File: src/design/msp_pkg.sv
// ----------------------------------------------------------------------------
// msp_pkg
// Shared types and constants of the serial packet parser: header characters,
// register map, reset values and the controller/datapath interface structs.
// ----------------------------------------------------------------------------
package msp_pkg;

	localparam logic [7:0] CHAR_DOLLAR = 8'h24;
	localparam logic [7:0] CHAR_M      = 8'h4D;
	localparam logic [7:0] CHAR_LT     = 8'h3C;

	localparam int unsigned PADDR_W = 3;
	localparam int unsigned PDATA_W = 32;

	localparam logic REG_FIRST_TYPE  = 1'b0;
	localparam logic REG_SECOND_TYPE = 1'b1;

	localparam logic [7:0] FIRST_TYPE_RST  = 8'd1;
	localparam logic [7:0] SECOND_TYPE_RST = 8'd2;

	typedef struct packed {
		logic start;
		logic type_ld;
		logic body_wr;
		logic chk;
		logic out_ld;
	} cmd_t;

	typedef struct packed {
		logic is_dollar;
		logic is_m;
		logic is_lt;
		logic size_ok;
		logic body_full;
		logic pkt_ok;
		logic out_free;
		logic out_last;
	} status_t;

endpackage

File: src/design/msp_cfg.sv
// ----------------------------------------------------------------------------
// msp_cfg
// Register block for the two accepted message type IDs, written and read
// over the APB-style configuration port.
// ----------------------------------------------------------------------------
module msp_cfg (
	input  logic                         clk,
	input  logic                         arst_n,
	input  logic                         psel,
	input  logic                         penable,
	input  logic                         pwrite,
	input  logic [msp_pkg::PADDR_W-1:0]  paddr,
	input  logic [msp_pkg::PDATA_W-1:0]  pwdata,
	output logic [msp_pkg::PDATA_W-1:0]  prdata,
	output logic                         pready,
	output logic [7:0]                   first_type_id,
	output logic [7:0]                   second_type_id
);
	import msp_pkg::*;

	logic [7:0] first_q;
	logic [7:0] second_q;
	logic       wr_en;

	assign pready = 1'b1;
	assign wr_en  = psel && penable && pwrite;

	always_ff @(posedge clk or negedge arst_n) begin
		if (!arst_n) begin
			first_q  <= FIRST_TYPE_RST;
			second_q <= SECOND_TYPE_RST;
		end else if (wr_en) begin
			unique case (paddr[2])
				REG_FIRST_TYPE:  first_q  <= pwdata[7:0];
				REG_SECOND_TYPE: second_q <= pwdata[7:0];
				default:         first_q  <= first_q;
			endcase
		end
	end

	always_comb begin
		unique case (paddr[2])
			REG_FIRST_TYPE:  prdata = {{(PDATA_W-8){1'b0}}, first_q};
			REG_SECOND_TYPE: prdata = {{(PDATA_W-8){1'b0}}, second_q};
			default:         prdata = '0;
		endcase
	end

	assign first_type_id  = first_q;
	assign second_type_id = second_q;

endmodule

File: src/design/msp_ctrl.sv
// ----------------------------------------------------------------------------
// msp_ctrl
// Framing state machine: matches the header, steps through size, type,
// payload and checksum, and sequences the readout of a passed packet.
// ----------------------------------------------------------------------------
module msp_ctrl (
	input  logic             clk,
	input  logic             arst_n,
	input  logic             in_valid,
	output logic             in_ready,
	input  msp_pkg::status_t sts,
	output msp_pkg::cmd_t    cmd
);
	import msp_pkg::*;

	typedef enum logic [2:0] {
		ST_IDLE,
		ST_DOLLAR,
		ST_M,
		ST_LT,
		ST_SIZE,
		ST_BODY,
		ST_EMIT
	} state_t;

	state_t state_q;
	logic   acc;

	assign in_ready = (state_q != ST_EMIT);
	assign acc      = in_valid && in_ready;

	always_comb begin
		cmd = '0;
		unique case (state_q)
			ST_LT:   cmd.start   = acc && sts.size_ok;
			ST_SIZE: cmd.type_ld = acc;
			ST_BODY: begin
				cmd.body_wr = acc && !sts.body_full;
				cmd.chk     = acc && sts.body_full;
			end
			ST_EMIT: cmd.out_ld = sts.out_free;
			default: cmd = '0;
		endcase
	end

	always_ff @(posedge clk or negedge arst_n) begin
		if (!arst_n) begin
			state_q <= ST_IDLE;
		end else begin
			unique case (state_q)
				ST_IDLE: begin
					if (acc) state_q <= sts.is_dollar ? ST_DOLLAR : ST_IDLE;
				end
				ST_DOLLAR: begin
					if (acc) state_q <= sts.is_m ? ST_M : ST_IDLE;
				end
				ST_M: begin
					if (acc) state_q <= sts.is_lt ? ST_LT : ST_IDLE;
				end
				ST_LT: begin
					if (acc) state_q <= sts.size_ok ? ST_SIZE : ST_IDLE;
				end
				ST_SIZE: begin
					if (acc) state_q <= ST_BODY;
				end
				ST_BODY: begin
					if (acc && sts.body_full) state_q <= sts.pkt_ok ? ST_EMIT : ST_IDLE;
				end
				ST_EMIT: begin
					if (sts.out_free && sts.out_last) state_q <= ST_IDLE;
				end
				default: state_q <= ST_IDLE;
			endcase
		end
	end

endmodule

File: src/design/msp_dp.sv
// ----------------------------------------------------------------------------
// msp_dp
// Parser datapath: length, type and checksum registers, payload buffer with
// registered read, readout pointer and the output register.
// ----------------------------------------------------------------------------
module msp_dp #(
	parameter int unsigned BUFFER_DEPTH = 64
) (
	input  logic             clk,
	input  logic             arst_n,
	input  logic [7:0]       in_byte,
	input  logic [7:0]       first_type_id,
	input  logic [7:0]       second_type_id,
	input  msp_pkg::cmd_t    cmd,
	output msp_pkg::status_t sts,
	output logic             out_valid,
	input  logic             out_ready,
	output logic [7:0]       msg_type,
	output logic             route,
	output logic [6:0]       payload_size,
	output logic [5:0]       byte_index,
	output logic [7:0]       payload_byte,
	output logic             has_payload,
	output logic             last
);
	import msp_pkg::*;

	localparam int unsigned CW = $clog2(BUFFER_DEPTH + 1);
	localparam int unsigned AW = (BUFFER_DEPTH > 1) ? $clog2(BUFFER_DEPTH) : 1;

	logic [7:0]    mem [BUFFER_DEPTH];
	logic [7:0]    rd_data_q;
	logic [CW-1:0] len_q;
	logic [CW-1:0] off_q;
	logic [CW-1:0] ptr_q;
	logic [CW-1:0] ptr_nxt;
	logic [CW-1:0] rd_ptr;
	logic [7:0]    chk_q;
	logic [7:0]    type_q;
	logic          route_q;
	logic          out_valid_q;
	logic          len_zero;
	logic [7:0]    len_ext;
	logic [7:0]    ptr_ext;

	assign len_zero = (len_q == '0);
	assign ptr_nxt  = ptr_q + 1'b1;
	assign rd_ptr   = cmd.chk ? '0 : (cmd.out_ld ? ptr_nxt : ptr_q);
	assign len_ext  = 8'(len_q);
	assign ptr_ext  = 8'(ptr_q);

	always_comb begin
		sts.is_dollar = (in_byte == CHAR_DOLLAR);
		sts.is_m      = (in_byte == CHAR_M);
		sts.is_lt     = (in_byte == CHAR_LT);
		sts.size_ok   = (in_byte <= 8'(BUFFER_DEPTH));
		sts.body_full = (off_q == len_q);
		sts.pkt_ok    = (chk_q == in_byte) &&
		                ((type_q == first_type_id) || (type_q == second_type_id));
		sts.out_free  = !out_valid_q || out_ready;
		sts.out_last  = len_zero || (ptr_nxt == len_q);
	end

	always_ff @(posedge clk or negedge arst_n) begin
		if (!arst_n) begin
			len_q   <= '0;
			off_q   <= '0;
			ptr_q   <= '0;
			chk_q   <= '0;
			type_q  <= '0;
			route_q <= 1'b0;
		end else begin
			if (cmd.start) begin
				len_q <= in_byte[CW-1:0];
				chk_q <= in_byte;
				off_q <= '0;
			end
			if (cmd.type_ld) begin
				type_q <= in_byte;
				chk_q  <= chk_q ^ in_byte;
			end
			if (cmd.body_wr) begin
				chk_q <= chk_q ^ in_byte;
				off_q <= off_q + 1'b1;
			end
			if (cmd.chk) begin
				ptr_q   <= '0;
				route_q <= (type_q != first_type_id);
			end else if (cmd.out_ld) begin
				ptr_q <= ptr_nxt;
			end
		end
	end

	always_ff @(posedge clk) begin
		if (cmd.body_wr) mem[off_q[AW-1:0]] <= in_byte;
		rd_data_q <= mem[rd_ptr[AW-1:0]];
	end

	always_ff @(posedge clk or negedge arst_n) begin
		if (!arst_n) begin
			out_valid_q <= 1'b0;
		end else if (cmd.out_ld) begin
			out_valid_q <= 1'b1;
		end else if (out_ready) begin
			out_valid_q <= 1'b0;
		end
	end

	always_ff @(posedge clk) begin
		if (cmd.out_ld) begin
			msg_type     <= type_q;
			route        <= route_q;
			payload_size <= len_ext[6:0];
			byte_index   <= len_zero ? 6'd0 : ptr_ext[5:0];
			payload_byte <= len_zero ? 8'd0 : rd_data_q;
			has_payload  <= !len_zero;
			last         <= sts.out_last;
		end
	end

	assign out_valid = out_valid_q;

endmodule

File: src/design/msp_packet_parser.sv
// ----------------------------------------------------------------------------
// msp_packet_parser
// Byte-serial framer for '$' 'M' '<' size type payload checksum packets.
// Framing: one byte per cycle, in_ready held high outside readout.
// Readout: after the checksum byte is taken, results pass the buffer read
// register, then the single output register, one result per cycle unless held
// back; input stalls until all are loaded (one result for an empty payload).
// Reset returns control state to idle and type IDs to 1 and 2; buffer
// contents stay undefined.
// ----------------------------------------------------------------------------
module msp_packet_parser #(
	parameter int unsigned BUFFER_DEPTH = 64
) (
	input  logic                         clk,
	input  logic                         arst_n,
	input  logic                         in_valid,
	output logic                         in_ready,
	input  logic [7:0]                   in_byte,
	output logic                         out_valid,
	input  logic                         out_ready,
	output logic [7:0]                   msg_type,
	output logic                         route,
	output logic [6:0]                   payload_size,
	output logic [5:0]                   byte_index,
	output logic [7:0]                   payload_byte,
	output logic                         has_payload,
	output logic                         last,
	input  logic                         psel,
	input  logic                         penable,
	input  logic                         pwrite,
	input  logic [msp_pkg::PADDR_W-1:0]  paddr,
	input  logic [msp_pkg::PDATA_W-1:0]  pwdata,
	output logic [msp_pkg::PDATA_W-1:0]  prdata,
	output logic                         pready
);
	import msp_pkg::*;

	cmd_t       cmd;
	status_t    sts;
	logic [7:0] first_type_id;
	logic [7:0] second_type_id;

	msp_cfg u_cfg (
		.clk            (clk),
		.arst_n         (arst_n),
		.psel           (psel),
		.penable        (penable),
		.pwrite         (pwrite),
		.paddr          (paddr),
		.pwdata         (pwdata),
		.prdata         (prdata),
		.pready         (pready),
		.first_type_id  (first_type_id),
		.second_type_id (second_type_id)
	);

	msp_ctrl u_ctrl (
		.clk      (clk),
		.arst_n   (arst_n),
		.in_valid (in_valid),
		.in_ready (in_ready),
		.sts      (sts),
		.cmd      (cmd)
	);

	msp_dp #(
		.BUFFER_DEPTH (BUFFER_DEPTH)
	) u_dp (
		.clk            (clk),
		.arst_n         (arst_n),
		.in_byte        (in_byte),
		.first_type_id  (first_type_id),
		.second_type_id (second_type_id),
		.cmd            (cmd),
		.sts            (sts),
		.out_valid      (out_valid),
		.out_ready      (out_ready),
		.msg_type       (msg_type),
		.route          (route),
		.payload_size   (payload_size),
		.byte_index     (byte_index),
		.payload_byte   (payload_byte),
		.has_payload    (has_payload),
		.last           (last)
	);

endmodule
File: config.mk
export PLATFORM = sky130hd
export DESIGN_NAME = msp_packet_parser
export DESIGN_NICKNAME = d
export VERILOG_FILES = /design/src/design/msp_pkg.sv /design/src/design/msp_cfg.sv /design/src/design/msp_ctrl.sv /design/src/design/msp_dp.sv /design/src/design/msp_packet_parser.sv
export SDC_FILE = /design/constraint.sdc
export NUM_CORES = 1
export LEC_CHECK = 0
export BUFFER_PORTS_ARGS = -buffer_cell sky130_fd_sc_hd__buf_2
export CAP_MARGIN = 20
export CELL_PAD_IN_SITES_DETAIL_PLACEMENT = 1
export CELL_PAD_IN_SITES_GLOBAL_PLACEMENT = 2
export CORE_MARGIN = 5
export CORE_UTILIZATION = 45
export CTS_CLUSTER_SIZE = 12
export DETAILED_ROUTE_END_ITERATION = 7
export PLACE_DENSITY_LB_ADDON = 0.1
export REMOVE_ABC_BUFFERS = 1
export SETUP_SLACK_MARGIN = 0.3
export SLEW_MARGIN = 20
export SYNTH_ARGS = -nofsm -noshare
export SYNTH_HDL_FRONTEND = slang
export SYNTH_SLANG_ARGS = --single-unit
export TNS_END_PERCENT = 10
File: constraint.sdc
create_clock -name clk -period 4.25 [get_ports clk]
set_clock_uncertainty 0.2 [all_clocks]
set_input_delay 0.425 -clock clk [delete_from_list [all_inputs] [get_ports clk]]
set_output_delay 0.425 -clock clk [all_outputs]
set_load 0.02 [all_outputs]
======== After elaboration in Yosys (flattened, before gate mapping) ========
Memories as Yosys holds them, arrays and structs flattened. A register that Yosys moved wholly into a read port is not among the register bits.
Cells that the tools add are included.
word-level totals
  bits in writable memories ............... 512
  flip-flop bits (word level) ............. 90
  input bits .............................. 50
  output and inout port bits .............. 67
  memories kept ........................... 1
  logic and storage cells ................. 99
operators by class
  order comparisons ....................... 1
  add/subtract/negate cells ............... 2
  reductions and logical operators ........ 23
  equal/unequal tests ..................... 23
  bitwise gates (word level) .............. 2
  muxes and demuxes ....................... 29
memory list
  memory    depth  bits a word  read ports  clocked after Yosys merged registers in  wr ports  RTL line      source
  u_dp.mem  64     8            1           1                                        1         msp_dp.sv:31  logic [7:0] mem [BUFFER_DEPTH];
operator list
  kind                                                    number
  case mux 32 bit (2 select lines)                        1
  2-to-1 mux 7 bit                                        4
  2-to-1 mux 3 bit                                        9
  == test 8 bit                                           3
  2-to-1 mux 8 bit                                        3
  case mux 3 bit (7 select lines)                         1
  == test 8 x 6 -> 1 bit (second input constant)          2
  adder 7 x 1 -> 7 bit (second input constant)            2
  == test 7 bit                                           2
  inequality test 2 x 1 -> 1 bit (second input constant)  7
  == test 3 bit (second input constant)                   3
  == test 8 x 7 -> 1 bit (second input constant)          1
  <= comparator 8 x 7 -> 1 bit (second input constant)    1
  logical AND 1 bit                                       8
  2-to-1 mux 1 bit                                        8
  inequality test 8 bit                                   1
  XOR 8 bit                                               1
  logical NOT 7 bit                                       1
  AND reduction 7 bit                                     1
  == test 3 x 2 -> 1 bit (second input constant)          2
  2-to-1 mux 2 bit                                        3
  nonzero test 2 bit                                      3
  AND reduction 2 bit                                     2
  == test 3 x 1 -> 1 bit (second input constant)          1
  6 further kinds                                         10

======== Longest topological paths before layout ========
  word-level depth ........................ 7
  mapped depth ............................ 15

======== Modules after synthesis ========
Synthesis repeated with hierarchy kept, for this count alone.
unflattened totals
  cells, all modules ...................... 1794
  area, all modules ....................... 25719.7 um^2
modules (own cells, without submodules)
  module    cells each  times used  sequential area each (um^2)  area each (um^2)
  msp_dp    1688        1           17471.8                      24502.2
  msp_cfg   70          1           402.9                        924.6
  msp_ctrl  36          1           75.1                         292.8

======== Least setup slack after synthesis ========
Ideal clock, no wire load.
  kind .................................... register to register
  from .................................... register u_ctrl.state_q[1]
  to ...................................... register u_dp.rd_data_q[5] (read register of u_dp.mem)
  data required time ...................... 3912 ps
  arrival time ............................ 3269 ps
  path slack .............................. 642 ps
  stages on the path, launching flop included .. 15
  clock period less this slack ............ 3608 ps
  path buffers ............................ 5
  cells stage by stage .................... dfrtp_1 buf_2 and3b_1 buf_6 inv_4 buf_8 nor2_2 o31ai_2 nand2b_1 buf_4 buf_4 a221oi_1 mux2i_1 a221oi_1 o22ai_1
on the way
  cells in the longest elaborated chain, start to end .. 5
  elaborated cells on any way between the ends .. 9
ends and longest elaborated chain
  what                      RTL line                 source
  start: declaration        msp_ctrl.sv:26           state_t state_q;
  start signal: assignment  msp_ctrl.sv:52           if (acc) state_q <= sts.is_dollar ? ST_DOLLAR : ST_IDLE;
  start signal: assignment  msp_ctrl.sv:55           if (acc) state_q <= sts.is_m ? ST_M : ST_IDLE;
  start signal: assignment  msp_ctrl.sv:58           if (acc) state_q <= sts.is_lt ? ST_LT : ST_IDLE;
  inequality test 3 bit     msp_ctrl.sv:29           assign in_ready = (state_q != ST_EMIT);
  via in_ready              msp_packet_parser.sv:17  output logic in_ready,
  logical AND 1 bit         msp_ctrl.sv:30           assign acc = in_valid && in_ready;
  logical AND 1 bit         msp_ctrl.sv:39           cmd.chk = acc && sts.body_full;
  2-to-1 mux 2 bit          msp_ctrl.sv:34           unique case (state_q)
  2-to-1 mux 7 bit          --
  end: declaration          msp_dp.sv:32             logic [7:0] rd_data_q;
The timed path passes the listed nets, and every way through them passes these cells. The select of a mux whose other input is x is not followed.
A chain may end at the register's enable or synchronous reset.

======== Worst setup path in the final report ========
  from .................................... register u_ctrl.state_q[0]
  to ...................................... register u_dp.rd_data_q[5] (read register of u_dp.mem)
on the way
  cells in the longest elaborated chain, start to end .. 5
  elaborated cells on any way between the ends .. 9
ends and longest elaborated chain
  what                   RTL line
  inequality test 3 bit  msp_ctrl.sv:29
  logical AND 1 bit      msp_ctrl.sv:30
  logical AND 1 bit      msp_ctrl.sv:39
  2-to-1 mux 2 bit       msp_ctrl.sv:34
  2-to-1 mux 7 bit (*)   --
Mark *: on every way between the ends. The rest lies on a longest branch, timed or not. The select of a mux whose other input is x is not followed.

==> key figures <==
Synth
  • Yosys warns: 0
  • EDFF count, synth: 544
  • Part of the Yosys area used for sequential elements: 0.697
  • Post-synthesis cell area: 25800 sq um
  • Flip-flop and latch count after synthesis: 610
  • Main flop type after synthesis: sky130_fd_sc_hd__edfxtp_1
  • FFs w/ async S/R, synth: 0.0951
  • Synthesized area per cell: 14.6 sq um
  • Post-synth cell types: 92
  • Number of instances in the synthesized netlist: 1771
  • Biggest area contributors in the synthesized netlist: sky130_fd_sc_hd__edfxtp_1, sky130_fd_sc_hd__dfrtp_1, sky130_fd_sc_hd__mux2i_1, sky130_fd_sc_hd__mux2_2, sky130_fd_sc_hd__nand2_1
  • Cell with the most instances after synthesis: sky130_fd_sc_hd__edfxtp_1
  • Yosys top cell by area: sky130_fd_sc_hd__edfxtp_1
  • Area share of the largest cell type after synthesis: 0.634
  • Ranking of synthesized cells by instance count: sky130_fd_sc_hd__edfxtp_1, sky130_fd_sc_hd__nand2_1, sky130_fd_sc_hd__mux2i_1

Setup path
  • Critical path's slowest cell: sky130_fd_sc_hd__a31oi_1
  • Crit path top cell by count: sky130_fd_sc_hd__buf_4
  • Sort of element at the start of the critical path: flip-flop
  • Largest delay share family, worst path: compound AO/OA/AOI/OAI gates
  • Required time of the worst setup path: 4.58 ns
  • Worst path buffer plus inverter count: 3
  • Worst path arrival time: 4.15 ns
  • Worst-path maximum fanout: 52
  • Crit path capture type: flip-flop
  • Maximum single-stage delay on the critical path: 0.53 ns
  • Setup slack on the worst flop-to-flop path: 0.43 ns
  • Ordered list of cells on the worst path: and3b_1 > a31oi_1 > or2_2 > buf_12 > buf_4 > and3_1 > a211oi_1 > a2111oi_0 > buf_4 > a311oi_1 > o22ai_1
  • Startpoint-to-endpoint class of the critical path: flip-flop to flip-flop

Drt
  • Initial detailed-routing violation count: 1642
  • WL/cell: 29.2 um
  • Vias after detailed routing: 16500
  • DRC: 0
  • Routed wire length: 80400 um
  • DR vias/cell: 5.99
  • Number of search-and-repair iterations in the first detailed-routing pass: 5
  • Antenna violation net count after detailed routing: 0

Clocking
  • Clock latency on the worst-skew pair: 0.60 ns
  • Clock-pin slew of the registers on the worst-case setup and hold paths: 0.06 ns
  • Number of clock buffers inserted by TritonCTS: 68
  • # clock sinks: 610
  • Clock tree buffer depth: 3
  • Library cell used as clock root buffer: sky130_fd_sc_hd__clkbuf_16
  • Maximum level of the CTS H-tree: 3
  • CTS tree: done

Timing
  • Worst Max-Slew Pin Slew: 0.995 ns
  • Min Tclk post-route: 3.82 ns
  • Worst-case headroom to the max-slew limit: 0.331
  • Setup_tns: 0 ns
  • Final clock period utilization by the worst path: 0.899
  • Worst hold slack after final layout: 0.123 ns
  • Setup repair after global routing missed its margin: true
  • Count of pins over their slew limit: 0
  • Maximum achievable frequency: 262 MHz
  • Number of hold violations in the final report: 0
  • Final setup fails: 0

Global routing
  • Antenna violations before repair: 5
  • GRT Max-Usage Layer: met2
  • Global-route met2 utilization: 0.416
  • GR Layer Usage met1: 0.351
  • Maximum number of pins on one net before global-route repair: 72
  • Leftover overflow at the end of global routing: 0
  • Global-route wire length before repair: 117000 um
  • Global routing usage summed across all routing layers: 0.253
  • Vias in the first global route: 17200
  • Met3 routing resource usage after global routing: 0.0428

Floorplan
  • Starting density of the core: 0.455
  • Die height: 249 um
  • Floorplan core area: 56600 sq um
  • Number of placed I/O pins: 117
  • Die width: 249 um
  • Total die area: 62200 sq um
  • Core Rows: 87

Layout
  • Antenna Diode Count: 0
  • Final #Nets: 1992
  • FILL cells: 5500
  • Layout cells sized above 1: 0.214
  • Fin area: 29900 sq um
  • Area growth from synthesis to layout: 16.0%

Place
  • Post-DP HPWL: 51500 um
  • Final RePlAce weighted congestion: 0.844
  • Input/output buffers: 65
  • Placement-stage cell area: 27600 sq um

Run
  • Max-cap violations: 0

Run status
  • Outcome: completed

Power
  • Largest voltage drop on the vdd net: 0.393 mV
  • Power per cell area: 667 nW/um^2
  • Static Leakage: 10.4 nW

Worst hold path
  • Classification of the worst-slack hold path: input port to flip-flop
==> repair_timing <==
item                                    CTS  global route
setup buffers                             5             0
pin swaps                                 1             0
resized for setup                         0             2
endpoints found under the setup margin    1             4
hold endpoints to repair                 41             0
hold buffers                              9             0
==> stage by stage <==
step	std cells	utilization	power (W)	setup slack (ns)
floorplan	1651	-	0.0108	-1.27
global placement	2612	0.487	0.0141	0.348
detailed placement	2612	0.488	0.0142	0.240
CTS	2750	0.528	0.0200	0.301
global route	2750	0.528	0.0207	0.270
finish	2750	0.528	0.0200	0.431
==> final timing paths <==
| kind | to | startpoint | cells after the start |
|---|---|---|---|
| max in group asynchronous | u_cfg.first_type_id[0] | arst_n | 3 |
| min in group asynchronous | u_cfg.first_type_id[6] | arst_n | 2 |
| hold reg to reg | u_dp.route | u_dp.route_q | 0 |
| setup reg to reg | u_dp.rd_data_q[5] | u_ctrl.state_q[0] | 11 |
| setup / recovery | u_dp.rd_data_q[5] | u_ctrl.state_q[0] | 11 |
| hold / removal | u_ctrl.state_q[0] | in_valid | 3 |
==> worst min-delay path, stage by stage <==
cell	delay [ns]
sky130_fd_sc_hd__buf_2	0.11
sky130_fd_sc_hd__a22o_1	0.22
sky130_fd_sc_hd__o21a_1	0.13
==> layout make-up <==
cell class / count / area [sq um] / share of cell area
flip-flops and latches: 610 / 17900 / 0.600
multi-input cells: 1027 / 7150 / 0.239
clock buffers: 93 / 1910 / 0.0639
repair buffers: 219 / 1650 / 0.0553
well taps: 756 / 946 / 0.0316
clock inverters: 31 / 236 / 0.00791
inverters: 14 / 57.6 / 0.00192
==> registers in the layout, indices dropped and copies added (netlist names), 3 cells and up <==
register and cells:
u_dp.ptr_q 7, u_dp.payload_size 7, u_dp.off_q 7, u_dp.len_q 7
u_cfg.first_type_id 8, u_dp.mem 512, u_ctrl.state_q 3, u_dp.payload_byte 8
u_dp.chk_q 8, u_cfg.second_type_id 8, u_dp.msg_type 8, u_dp.rd_data_q 8
u_dp.type_q 8, u_dp.byte_index 6
==> kinds of logic (layout without fill, tap and decap cells) <==
| group | count (synthesis) | in the layout | share of synthesized area |
|---|---|---|---|
| xor+xnor | 48 | 48 | 0.0163 |
| simple gates | 409 | 409 | 0.0790 |
| mux | 172 | 172 | 0.0731 |
| buf+inv | 157 | 357 | 0.0333 |
| compound gates | 371 | 371 | 0.101 |
| flops | 610 | 610 | 0.697 |
| other cells | 2 | 25 | 0.000291 |
| fa+ha+maj | 2 | 2 | 0.000971 |
==> power breakdown <==
part | switching, W | internal (W) | total (W)
registers | 0.000309 | 0.00684 | 0.00715
logic | 0.00452 | 0.00256 | 0.00708
clock network | 0.00240 | 0.00333 | 0.00573
==> cells in the final DEF, fill, tap and decap left out, types with 10 or more instances in the layout <==
| cell | instances |
|---|---|
| sky130_fd_sc_hd__or3_1 | 12 |
| sky130_fd_sc_hd__o22ai_1 | 19 |
| sky130_fd_sc_hd__nand4_1 | 11 |
| sky130_fd_sc_hd__dfrtp_1 | 56 |
| sky130_fd_sc_hd__mux2_2 | 71 |
| sky130_fd_sc_hd__o2bb2ai_1 | 11 |
| sky130_fd_sc_hd__a221oi_1 | 40 |
| sky130_fd_sc_hd__a21o_1 | 10 |
| sky130_fd_sc_hd__xnor2_1 | 23 |
| sky130_fd_sc_hd__clkbuf_1 | 17 |
| sky130_fd_sc_hd__clkbuf_16 | 71 |
| sky130_fd_sc_hd__edfxtp_1 | 544 |
| sky130_fd_sc_hd__a31oi_1 | 20 |
| sky130_fd_sc_hd__conb_1 | 25 |
| sky130_fd_sc_hd__mux2_1 | 11 |
| sky130_fd_sc_hd__o211ai_1 | 10 |
| sky130_fd_sc_hd__o21ai_0 | 82 |
| sky130_fd_sc_hd__clkinv_1 | 18 |
| sky130_fd_sc_hd__buf_2 | 65 |
| sky130_fd_sc_hd__buf_12 | 12 |
| sky130_fd_sc_hd__a211oi_1 | 25 |
| sky130_fd_sc_hd__nor3_1 | 21 |
| sky130_fd_sc_hd__xor2_1 | 25 |
| sky130_fd_sc_hd__nand2_1 | 119 |
| sky130_fd_sc_hd__nor2_1 | 78 |
| sky130_fd_sc_hd__and2_1 | 14 |
| sky130_fd_sc_hd__nor4_1 | 14 |
| sky130_fd_sc_hd__mux2i_1 | 84 |
| sky130_fd_sc_hd__buf_4 | 133 |
| sky130_fd_sc_hd__and3_1 | 17 |
| sky130_fd_sc_hd__nand3_1 | 71 |
| sky130_fd_sc_hd__a21oi_1 | 67 |
==> routing by layer <==
| layer | vias to the layer above | wire, um |
|---|---|---|
| li1 | 7205 | - |
| met1 | 8617 | 34300 |
| met2 | 544 | 38900 |
| met3 | 111 | 5210 |
| met4 | 2 | 1950 |
| met5 | - | 14 |
No activity file was read; power rests on OpenSTA's default activity.
